### src/hdl/cbph_pkg.sv
// ----------------------------------------------------------------------------
// Color box pixel histogram: package
// Widths, class codes, color box bounds and shared types.
// ----------------------------------------------------------------------------
package cbph_pkg;

    // Fixed field widths
    localparam int PIX_W             = 8;
    localparam int IN_TDATA_W        = 3 * PIX_W;
    localparam int COUNT_W           = 21;
    localparam int RUN_W             = 11;
    localparam int NUM_CLASSES       = 7;
    localparam int CLS_W             = 3;
    localparam int FRACTION_BITS_DEF = 16;

    localparam logic [COUNT_W-1:0] COUNT_MAX = '1;
    localparam logic [RUN_W-1:0]   RUN_MAX   = '1;

    // Class codes, in output order
    typedef logic [CLS_W-1:0]       cls_idx_t;
    typedef logic [NUM_CLASSES-1:0] hit_vec_t;

    localparam cls_idx_t CLS_ORANGE = 3'd0;
    localparam cls_idx_t CLS_WHITE  = 3'd1;
    localparam cls_idx_t CLS_GRAY   = 3'd2;
    localparam cls_idx_t CLS_GREEN  = 3'd3;
    localparam cls_idx_t CLS_BLUE   = 3'd4;
    localparam cls_idx_t CLS_RED    = 3'd5;
    localparam cls_idx_t CLS_OTHERS = 3'd6;
    localparam cls_idx_t CLS_LAST   = CLS_OTHERS;

    // Color box bounds (inclusive, except WHITE_ABOVE, which is exclusive)
    localparam logic [PIX_W-1:0] ORANGE_R_LO = 8'd240;
    localparam logic [PIX_W-1:0] ORANGE_G_LO = 8'd85;
    localparam logic [PIX_W-1:0] ORANGE_G_HI = 8'd105;
    localparam logic [PIX_W-1:0] ORANGE_B_LO = 8'd11;
    localparam logic [PIX_W-1:0] ORANGE_B_HI = 8'd22;
    localparam logic [PIX_W-1:0] WHITE_ABOVE = 8'd240;
    localparam logic [PIX_W-1:0] GRAY_R_LO   = 8'd180;
    localparam logic [PIX_W-1:0] GRAY_R_HI   = 8'd212;
    localparam logic [PIX_W-1:0] GRAY_G_LO   = 8'd150;
    localparam logic [PIX_W-1:0] GRAY_G_HI   = 8'd185;
    localparam logic [PIX_W-1:0] GRAY_B_LO   = 8'd96;
    localparam logic [PIX_W-1:0] GRAY_B_HI   = 8'd150;
    localparam logic [PIX_W-1:0] GREEN_R_LO  = 8'd80;
    localparam logic [PIX_W-1:0] GREEN_R_HI  = 8'd100;
    localparam logic [PIX_W-1:0] GREEN_G_LO  = 8'd130;
    localparam logic [PIX_W-1:0] GREEN_G_HI  = 8'd200;
    localparam logic [PIX_W-1:0] GREEN_B_LO  = 8'd20;
    localparam logic [PIX_W-1:0] GREEN_B_HI  = 8'd50;
    localparam logic [PIX_W-1:0] BLUE_R_LO   = 8'd9;
    localparam logic [PIX_W-1:0] BLUE_R_HI   = 8'd90;
    localparam logic [PIX_W-1:0] BLUE_G_LO   = 8'd60;
    localparam logic [PIX_W-1:0] BLUE_G_HI   = 8'd125;
    localparam logic [PIX_W-1:0] BLUE_B_LO   = 8'd125;
    localparam logic [PIX_W-1:0] BLUE_B_HI   = 8'd175;
    localparam logic [PIX_W-1:0] RED_R_LO    = 8'd254;
    localparam logic [PIX_W-1:0] RED_GB_HI   = 8'd1;

    // Request into the shared divider
    typedef struct packed {
        logic               start;
        logic [COUNT_W-1:0] count;
        logic [COUNT_W-1:0] denom;
    } div_req_t;

endpackage

### src/hdl/color_box_pixel_histogram.sv
// ----------------------------------------------------------------------------
// Color box pixel histogram
// Pixels are accepted one per cycle. An image-end pixel stalls the input while
// the seven fractions are formed with the shared divider; classes that need no
// division (empty image, or a count at least the denominator) skip it. The
// result waits in an output register; a result still waiting there holds the
// sequencer in its last state and keeps the input stalled.
// Asynchronous active-low reset clears all counters, runs and the sequencer.
// ----------------------------------------------------------------------------
module color_box_pixel_histogram #(
    parameter int FRACTION_BITS = cbph_pkg::FRACTION_BITS_DEF,
    localparam int FRAC_W      = FRACTION_BITS + 1,
    localparam int OUT_DATA_W  = cbph_pkg::NUM_CLASSES * FRAC_W + cbph_pkg::COUNT_W + 1,
    localparam int OUT_TDATA_W = ((OUT_DATA_W + 7) / 8) * 8
) (
    input  logic                            clk,
    input  logic                            rst_n,
    input  logic                            s_tvalid,
    output logic                            s_tready,
    // red, green, blue
    input  logic [cbph_pkg::IN_TDATA_W-1:0] s_tdata,
    // row_end
    input  logic                            s_tuser,
    // image_end
    input  logic                            s_tlast,
    output logic                            m_tvalid,
    input  logic                            m_tready,
    // orange_fraction, white_fraction, gray_fraction, green_fraction,
    // blue_fraction, red_fraction, others_fraction, border_count,
    // no_pixels_left, zero padding
    output logic [OUT_TDATA_W-1:0]          m_tdata
);

    localparam int CW = cbph_pkg::COUNT_W;
    localparam int RW = cbph_pkg::RUN_W;
    localparam int NC = cbph_pkg::NUM_CLASSES;
    localparam logic [FRAC_W-1:0] FRAC_ONE = {1'b1, {FRACTION_BITS{1'b0}}};

    typedef enum logic [2:0] {
        ST_IDLE,
        ST_SETUP,
        ST_LOAD,
        ST_DIV,
        ST_FINISH
    } state_t;

    state_t             state_reg;
    cbph_pkg::cls_idx_t cls_reg;
    logic [CW-1:0]      denom_reg;
    logic               none_reg;
    logic               m_valid_reg;
    logic [OUT_TDATA_W-1:0] out_data_reg;
    logic [FRAC_W-1:0]  frac_reg [NC];

    logic [CW-1:0]      class_cnt_reg [NC];
    logic [CW-1:0]      pix_cnt_reg;
    logic [CW-1:0]      border_reg;
    logic [RW-1:0]      lead_reg;
    logic [RW-1:0]      trail_reg;
    logic               lead_done_reg;

    logic [RW-1:0]      lead_next;
    logic [RW-1:0]      trail_next;
    logic               lead_done_next;
    logic [CW:0]        border_sum1;
    logic [CW-1:0]      border_sat1;
    logic [CW:0]        border_sum2;
    logic [CW-1:0]      border_next;

    cbph_pkg::hit_vec_t hit;
    cbph_pkg::div_req_t div_req;
    logic               div_done;
    logic [FRAC_W-1:0]  div_quo;

    logic               in_acc;
    logic               row_close;
    logic               finish_go;
    logic               last_cls;
    logic [CW-1:0]      cls_cnt;
    logic [CW-1:0]      adj_cnt;
    logic               sat_one;
    logic [OUT_TDATA_W-1:0] out_pack;

    // Classifier
    cbph_classify u_classify (
        .red   (s_tdata[7:0]),
        .green (s_tdata[15:8]),
        .blue  (s_tdata[23:16]),
        .hit   (hit)
    );

    // Shared divider
    cbph_divider #(
        .FRACTION_BITS (FRACTION_BITS)
    ) u_divider (
        .clk      (clk),
        .rst_n    (rst_n),
        .req      (div_req),
        .done     (div_done),
        .quotient (div_quo)
    );

    assign s_tready  = (state_reg == ST_IDLE);
    assign in_acc    = s_tvalid && s_tready;
    assign row_close = s_tuser || s_tlast;
    assign finish_go = (state_reg == ST_FINISH) && (!m_valid_reg || m_tready);
    assign m_tvalid  = m_valid_reg;
    assign m_tdata   = out_data_reg;

    // White run tracking and border update for the current pixel
    always_comb
    begin
        lead_next      = lead_reg;
        trail_next     = trail_reg;
        lead_done_next = lead_done_reg;
        if (hit[cbph_pkg::CLS_WHITE])
        begin
            if (!lead_done_reg)
            begin
                if (lead_reg != cbph_pkg::RUN_MAX)
                    lead_next = lead_reg + 1'b1;
            end
            else if (trail_reg != cbph_pkg::RUN_MAX)
            begin
                trail_next = trail_reg + 1'b1;
            end
        end
        else
        begin
            lead_done_next = 1'b1;
            trail_next     = '0;
        end
        border_sum1 = {1'b0, border_reg} + (CW + 1)'(lead_next);
        border_sat1 = border_sum1[CW] ? cbph_pkg::COUNT_MAX : border_sum1[CW-1:0];
        border_sum2 = {1'b0, border_sat1} + (CW + 1)'(trail_next);
        border_next = border_sum2[CW] ? cbph_pkg::COUNT_MAX : border_sum2[CW-1:0];
    end

    // Pixel accumulation
    always_ff @(posedge clk or negedge rst_n)
    begin
        if (!rst_n)
        begin
            for (int k = 0; k < NC; k++)
                class_cnt_reg[k] <= '0;
            pix_cnt_reg   <= '0;
            border_reg    <= '0;
            lead_reg      <= '0;
            trail_reg     <= '0;
            lead_done_reg <= 1'b0;
        end
        else if (finish_go)
        begin
            for (int k = 0; k < NC; k++)
                class_cnt_reg[k] <= '0;
            pix_cnt_reg <= '0;
            border_reg  <= '0;
        end
        else if (in_acc)
        begin
            for (int k = 0; k < NC; k++)
                if (hit[k] && (class_cnt_reg[k] != cbph_pkg::COUNT_MAX))
                    class_cnt_reg[k] <= class_cnt_reg[k] + 1'b1;
            if (pix_cnt_reg != cbph_pkg::COUNT_MAX)
                pix_cnt_reg <= pix_cnt_reg + 1'b1;
            if (row_close)
            begin
                border_reg    <= border_next;
                lead_reg      <= '0;
                trail_reg     <= '0;
                lead_done_reg <= 1'b0;
            end
            else
            begin
                lead_reg      <= lead_next;
                trail_reg     <= trail_next;
                lead_done_reg <= lead_done_next;
            end
        end
    end

    // Current class operand; white has the border removed
    always_comb
    begin
        cls_cnt  = class_cnt_reg[cls_reg];
        adj_cnt  = cls_cnt;
        if (cls_reg == cbph_pkg::CLS_WHITE)
            adj_cnt = (cls_cnt > border_reg) ? cls_cnt - border_reg : '0;
        sat_one  = adj_cnt >= denom_reg;
        last_cls = (cls_reg == cbph_pkg::CLS_LAST);

        div_req.start = (state_reg == ST_LOAD) && !none_reg && !sat_one;
        div_req.count = adj_cnt;
        div_req.denom = denom_reg;
    end

    // Result packing
    always_comb
    begin
        out_pack = '0;
        for (int k = 0; k < NC; k++)
            out_pack[k*FRAC_W +: FRAC_W] = frac_reg[k];
        out_pack[NC*FRAC_W +: CW] = border_reg;
        out_pack[NC*FRAC_W + CW]  = none_reg;
    end

    // Sequencer and output register
    always_ff @(posedge clk or negedge rst_n)
    begin
        if (!rst_n)
        begin
            state_reg    <= ST_IDLE;
            cls_reg      <= cbph_pkg::CLS_ORANGE;
            denom_reg    <= '0;
            none_reg     <= 1'b0;
            m_valid_reg  <= 1'b0;
            out_data_reg <= '0;
            for (int k = 0; k < NC; k++)
                frac_reg[k] <= '0;
        end
        else
        begin
            // Output valid: set on a new result, cleared once taken
            if (finish_go)
                m_valid_reg <= 1'b1;
            else if (m_tready)
                m_valid_reg <= 1'b0;
            unique case (state_reg)
                ST_IDLE:
                begin
                    if (in_acc && s_tlast)
                        state_reg <= ST_SETUP;
                end
                ST_SETUP:
                begin
                    denom_reg <= (pix_cnt_reg > border_reg) ? pix_cnt_reg - border_reg : '0;
                    none_reg  <= (pix_cnt_reg <= border_reg);
                    cls_reg   <= cbph_pkg::CLS_ORANGE;
                    state_reg <= ST_LOAD;
                end
                ST_LOAD:
                begin
                    if (none_reg || sat_one)
                    begin
                        frac_reg[cls_reg] <= none_reg ? '0 : FRAC_ONE;
                        if (last_cls)
                            state_reg <= ST_FINISH;
                        else
                            cls_reg <= cls_reg + 1'b1;
                    end
                    else
                    begin
                        state_reg <= ST_DIV;
                    end
                end
                ST_DIV:
                begin
                    if (div_done)
                    begin
                        frac_reg[cls_reg] <= div_quo;
                        if (last_cls)
                            state_reg <= ST_FINISH;
                        else
                        begin
                            cls_reg   <= cls_reg + 1'b1;
                            state_reg <= ST_LOAD;
                        end
                    end
                end
                ST_FINISH:
                begin
                    if (finish_go)
                    begin
                        out_data_reg <= out_pack;
                        state_reg    <= ST_IDLE;
                    end
                end
                default:
                begin
                    state_reg <= ST_IDLE;
                end
            endcase
        end
    end

endmodule

### src/hdl/cbph_classify.sv
// ----------------------------------------------------------------------------
// Color box pixel histogram: pixel classifier
// Tests one RGB pixel against the six color boxes and the others class.
// ----------------------------------------------------------------------------
module cbph_classify (
    input  logic [cbph_pkg::PIX_W-1:0] red,
    input  logic [cbph_pkg::PIX_W-1:0] green,
    input  logic [cbph_pkg::PIX_W-1:0] blue,
    output cbph_pkg::hit_vec_t         hit
);

    function automatic logic in_range(
        input logic [cbph_pkg::PIX_W-1:0] v,
        input logic [cbph_pkg::PIX_W-1:0] lo,
        input logic [cbph_pkg::PIX_W-1:0] hi
    );
        return (v >= lo) && (v <= hi);
    endfunction

    // Box tests; upper bounds of 255 are implicit
    always_comb
    begin
        hit = '0;
        hit[cbph_pkg::CLS_ORANGE] = (red >= cbph_pkg::ORANGE_R_LO)
            && in_range(green, cbph_pkg::ORANGE_G_LO, cbph_pkg::ORANGE_G_HI)
            && in_range(blue, cbph_pkg::ORANGE_B_LO, cbph_pkg::ORANGE_B_HI);
        hit[cbph_pkg::CLS_WHITE] = (red > cbph_pkg::WHITE_ABOVE)
            && (green > cbph_pkg::WHITE_ABOVE) && (blue > cbph_pkg::WHITE_ABOVE);
        hit[cbph_pkg::CLS_GRAY] = in_range(red, cbph_pkg::GRAY_R_LO, cbph_pkg::GRAY_R_HI)
            && in_range(green, cbph_pkg::GRAY_G_LO, cbph_pkg::GRAY_G_HI)
            && in_range(blue, cbph_pkg::GRAY_B_LO, cbph_pkg::GRAY_B_HI);
        hit[cbph_pkg::CLS_GREEN] = in_range(red, cbph_pkg::GREEN_R_LO, cbph_pkg::GREEN_R_HI)
            && in_range(green, cbph_pkg::GREEN_G_LO, cbph_pkg::GREEN_G_HI)
            && in_range(blue, cbph_pkg::GREEN_B_LO, cbph_pkg::GREEN_B_HI);
        hit[cbph_pkg::CLS_BLUE] = in_range(red, cbph_pkg::BLUE_R_LO, cbph_pkg::BLUE_R_HI)
            && in_range(green, cbph_pkg::BLUE_G_LO, cbph_pkg::BLUE_G_HI)
            && in_range(blue, cbph_pkg::BLUE_B_LO, cbph_pkg::BLUE_B_HI);
        hit[cbph_pkg::CLS_RED] = (red >= cbph_pkg::RED_R_LO)
            && (green <= cbph_pkg::RED_GB_HI) && (blue <= cbph_pkg::RED_GB_HI);
        // others: none of orange, gray, red, white
        hit[cbph_pkg::CLS_OTHERS] = !(hit[cbph_pkg::CLS_ORANGE] || hit[cbph_pkg::CLS_GRAY]
            || hit[cbph_pkg::CLS_RED] || hit[cbph_pkg::CLS_WHITE]);
    end

endmodule

### src/hdl/cbph_divider.sv
// ----------------------------------------------------------------------------
// Color box pixel histogram: shared divider
// Restoring radix-2 divider, one quotient bit per cycle. Computes
// (count * 2^FRACTION_BITS + denom/2) / denom; caller guarantees count < denom.
// ----------------------------------------------------------------------------
module cbph_divider #(
    parameter int FRACTION_BITS = cbph_pkg::FRACTION_BITS_DEF,
    localparam int FRAC_W = FRACTION_BITS + 1
) (
    input  logic               clk,
    input  logic               rst_n,
    input  cbph_pkg::div_req_t req,
    output logic               done,
    output logic [FRAC_W-1:0]  quotient
);

    localparam int CW     = cbph_pkg::COUNT_W;
    localparam int NUM_W  = CW + FRACTION_BITS + 1;
    localparam int STEP_W = $clog2(NUM_W + 1);

    logic              busy_reg;
    logic              done_reg;
    logic [STEP_W-1:0] step_reg;
    logic [NUM_W-1:0]  num_reg;
    logic [CW-1:0]     rem_reg;
    logic [CW-1:0]     den_reg;
    logic [FRAC_W-1:0] quo_reg;

    logic [NUM_W-1:0]  num_init;
    logic [CW:0]       rem_shift;
    logic [CW:0]       rem_diff;
    logic              fits;

    // Rounded dividend and one restoring step
    always_comb
    begin
        num_init  = {1'b0, req.count, {FRACTION_BITS{1'b0}}}
                  + NUM_W'(req.denom >> 1);
        rem_shift = {rem_reg, num_reg[NUM_W-1]};
        rem_diff  = rem_shift - {1'b0, den_reg};
        fits      = rem_shift >= {1'b0, den_reg};
    end

    // Step control
    always_ff @(posedge clk or negedge rst_n)
    begin
        if (!rst_n)
        begin
            busy_reg <= 1'b0;
            done_reg <= 1'b0;
            step_reg <= '0;
        end
        else
        begin
            done_reg <= 1'b0;
            if (req.start)
            begin
                busy_reg <= 1'b1;
                step_reg <= STEP_W'(NUM_W);
            end
            else if (busy_reg)
            begin
                step_reg <= step_reg - 1'b1;
                if (step_reg == STEP_W'(1))
                begin
                    busy_reg <= 1'b0;
                    done_reg <= 1'b1;
                end
            end
        end
    end

    // Datapath: dividend shifts out MSB first, quotient shifts in
    always_ff @(posedge clk)
    begin
        if (req.start)
        begin
            num_reg <= num_init;
            den_reg <= req.denom;
            rem_reg <= '0;
            quo_reg <= '0;
        end
        else if (busy_reg)
        begin
            num_reg <= num_reg << 1;
            rem_reg <= fits ? rem_diff[CW-1:0] : rem_shift[CW-1:0];
            quo_reg <= {quo_reg[FRAC_W-2:0], fits};
        end
    end

    assign done     = done_reg;
    assign quotient = quo_reg;

endmodule

### config.mk
export PLATFORM = sky130hd
export DESIGN_NAME = color_box_pixel_histogram
export DESIGN_NICKNAME = d
export VERILOG_FILES = /design/src/hdl/cbph_pkg.sv /design/src/hdl/color_box_pixel_histogram.sv /design/src/hdl/cbph_classify.sv /design/src/hdl/cbph_divider.sv
export SDC_FILE = /design/constraint.sdc
export NUM_CORES = 2
export LEC_CHECK = 0
export ABC_CLOCK_PERIOD_IN_PS = 15000
export BUFFER_PORTS_ARGS = -buffer_cell sky130_fd_sc_hd__buf_4
export CAP_MARGIN = 10
export CORE_MARGIN = 3
export CORE_UTILIZATION = 50
export DETAILED_ROUTE_END_ITERATION = 16
export HOLD_SLACK_MARGIN = 0.06
export PLACE_DENSITY_LB_ADDON = 0.1
export SYNTH_ARGS = -nofsm -noshare
export SYNTH_HDL_FRONTEND = slang
export SYNTH_SLANG_ARGS = --single-unit
export TNS_END_PERCENT = 10
### constraint.sdc
create_clock -name clk -period 15 [get_ports clk]
set_input_delay 3.75 -clock clk [delete_from_list [all_inputs] [get_ports clk]]
set_output_delay 3.75 -clock clk [all_outputs]
set_load 0.02 [all_outputs]
==> qor.yml <==
routing:
  wl_um: 96200
  antenna_left: 0
  via_count: 26700
  vias_per_cell: 5.85
  first_pass_iters: 5
  wl_per_cell_um: 21.1
  drt_iter0_drc: 1876
  drc: 0
die:
  die_y_um: 265
  fp.coreArea_um2: 66000
  ioPinCount: 176
  start_util: 0.507
  die_x_um: 265
  die-area_um2: 70100
  std_cell_rows: 94
placed_design:
  io_buffers: 172
  dp.final_hpwl_um: 69600
  gp_congestion: 0.927
  pre_cts_ws_ps: 4850
grt:
  grt_max_degree: 183
  antenna_found_initial: 1
  overflow: 0
  grt_pass1_wl_um: 151000
  grt_usage: 0.272
  grt_pass1_vias: 26300
critical_path:
  cp.required_ps: 15510
  crit_start: "s_tdata[5]"
  r2r_cells: 23
  end_kind: "flip-flop"
  path_max_fanout: 18
  crit_family: "simple AND/OR/NAND/NOR gates"
  cpMostUsedCell: "a21oi_1"
  cp.arrival_ps: 10180
  cp_slowest_cell: "or2_1"
  path_buf_inv: 2
  r2r_setup_slack_ps: 6020
  cp-start-kind: "input pin"
  r2r_end: "u_divider.den_reg[14]$_DFFE_PP_"
  max_stage_delay_ps: 600
  crit_type: "input pin to flip-flop"
  r2r-start: "cls_reg[2]$_DFFE_PN0P_"
sta:
  drv_slew: 0
  max-slew-margin-rel: 0.250
  finalCritPeriodShare: 0.645
  setup_slack_ps: 5330
  min_period_ps: 9670
  finalSetupTns_ps: 0
  hold_viol_final: 0
  report.final.setup_viol: 0
  fmax_ghz: 0.103
  rsz0062_at_grt: "no"
  tightestPinTransition_ps: 1120
  fin_skew_ps: 31.6
yosys:
  avgSynthCellArea_um2: 9.44
  ys_types: 115
  yosys_warnings: 0
  ys_ff_latch: 606
  synthTopCellsByArea: "dfrtp_1 38%, nand2_1 7.3%, edfxtp_1 5.3%"
  syn_area_um2: 33500
  synth_enable_flop_cells: 59
  yosys_most_used_dff: "dfrtp_1"
  yosys.area.top_type: "dfrtp_1"
  synth_top_area_frac: 0.381
  syn-instance-count: 3545
  async_flop_share: 0.840
  ys_seq_area_frac: 0.456
run:
  cap_violations: 0
power:
  p_switching_uw: 1830
  combPwrFrac: 0.304
  switching_share: 0.358
  p_int_uw: 3280
  p_leak_uw: 0.0179
  peakVddDrop_mv: 0.0837
  clockPowerShare: 0.331
  power_density_nw_per_um2: 136
  p_seq_frac: 0.365
clocking:
  cts.sinks: 606
  ctsResizeCount: 0
  htreeDepth: 3
  path_clk_slew_ps: 50
  cts_tree: "yes"
  clk_latency_ps: 630
  cts-root-buf: "clkbuf_16"
  cts_setup_buffers: 0
  numCtsBuffers: 69
  hold_buffers: 0
  cts_max_path_buffers: 3
finish:
  final_common_cell: "nand2_1"
  area_growth_pct: 12.5
  largest_reg_flops: 147
  drive_gt1_frac: 0.141
  final_util: 0.571
  nNetsFinal: 3809
  most-common-layout-cells: "650 x nand2_1, 506 x dfrtp_1, 292 x nor2_1, 193 x buf_4, 176 x a21oi_1"
hold_path:
  hold_path_depth: 2
  worstHoldStart: "frac_reg[48]$_DFFE_PN0P_"
  min_path_type: "flip-flop to flip-flop"
  hold_path_end: "m_tdata[82]$_DFFE_PN0P_"
outcome:
  status: "finished, final reports clean"
## layer usage
layer / vias to the layer above / global-route usage / routed length, um
li1: 12700 / - / -
met1: 13300 / 0.358 / 41600
met2: 633 / 0.460 / 46600
met3: 179 / 0.0361 / 4060
met4: 0 / 0.107 / 4040
met5: - / 0 / 0
## cell usage after synthesis (all sizes together) (59+ instances only)
library cell / number
nand2: 651
dfrtp: 509
nor2: 298
a21oi: 178
o21ai: 172
inv: 137
mux2: 134
ha: 126
xnor2: 107
xor2: 107
clkbuf: 106
nand3: 90
nand4: 64
and3: 61
buf: 61
edfxtp: 59
## area by class of cell
class                      instances  area, um^2
multi-input combinational       2637       17000
clock buffer                     101        2000
antenna                            1        2.50
tap                              864        1080
clock inverter                    23         272
inverter                         137         514
timing repair buffer             196        1500
sequential                       606       15300
fill                            5820       28300
## worst register-to-register path: stages (launching register included)
cell	delay, ps
dfrtp_2	330
buf_4	630
nor2_1	380
a22o_1	310
a221oi_1	740
inv_1	120
ha_1	320
nor2b_1	160
o31ai_2	410
a21oi_1	160
o211ai_1	360
a211oi_1	170
nor2_1	850
o22ai_1	360
ha_1	400
a21o_1	180
a21o_1	170
a21oi_1	220
and3_1	190
a221oi_1	70
o221ai_1	510
nand4_1	160
buf_4	400
inv_2	970
## cells by family after synthesis
family | share of synthesized area
AOI/OAI and AO/OA | 0.138
xor gates and xnor gates | 0.0560
adders and majority gates | 0.0507
buffers and inverters | 0.0369
DFF | 0.456
muxes | 0.0706
other | 0.000112
and+or+nand+nor | 0.191
## power by group through the flow
stage                     clock network [uW]  registers, uW  logic, uW
after CTS                               1730           1860       1550
after floorplan                            0           1860       1080
after global routing                    1790           1880       1700
final                                   1690           1870       1560
after global placement                     0           1890       1530
after detailed placement                   0           1890       1540
## per-stage QoR
step | hold slack, ps | instances | cell area, um^2 | power, uW
6_report | 442 | 4565 | 37600 | 5110
5_1_grt | 480 | 4564 | 37600 | 5370
4_1_cts | 446 | 4564 | 37600 | 5140
3_5_place_dp | 447 | 4440 | 35400 | 3440
3_3_place_gp | 443 | 4440 | 35400 | 3420
2_1_floorplan | 433 | 3547 | 33500 | 2940
## worst max-delay path by stage
| stage | slack [ps] | depth (start not counted) | endpoint |
|---|---|---|---|
| 2_1_floorplan | 5750 | 29 | border_reg[12]$_DFFE_PN0P_ |
| 3_3_place_gp | 4950 | 26 | border_reg[13]$_DFFE_PN0P_ |
| 3_5_place_dp | 4850 | 26 | border_reg[13]$_DFFE_PN0P_ |
| 4_1_cts | 5500 | 26 | border_reg[13]$_DFFE_PN0P_ |
| 5_1_grt | 4810 | 24 | border_reg[12]$_DFFE_PN0P_ |
| 6_report | 5330 | 26 | border_reg[13]$_DFFE_PN0P_ |
(Power assumes the default switching activity.)
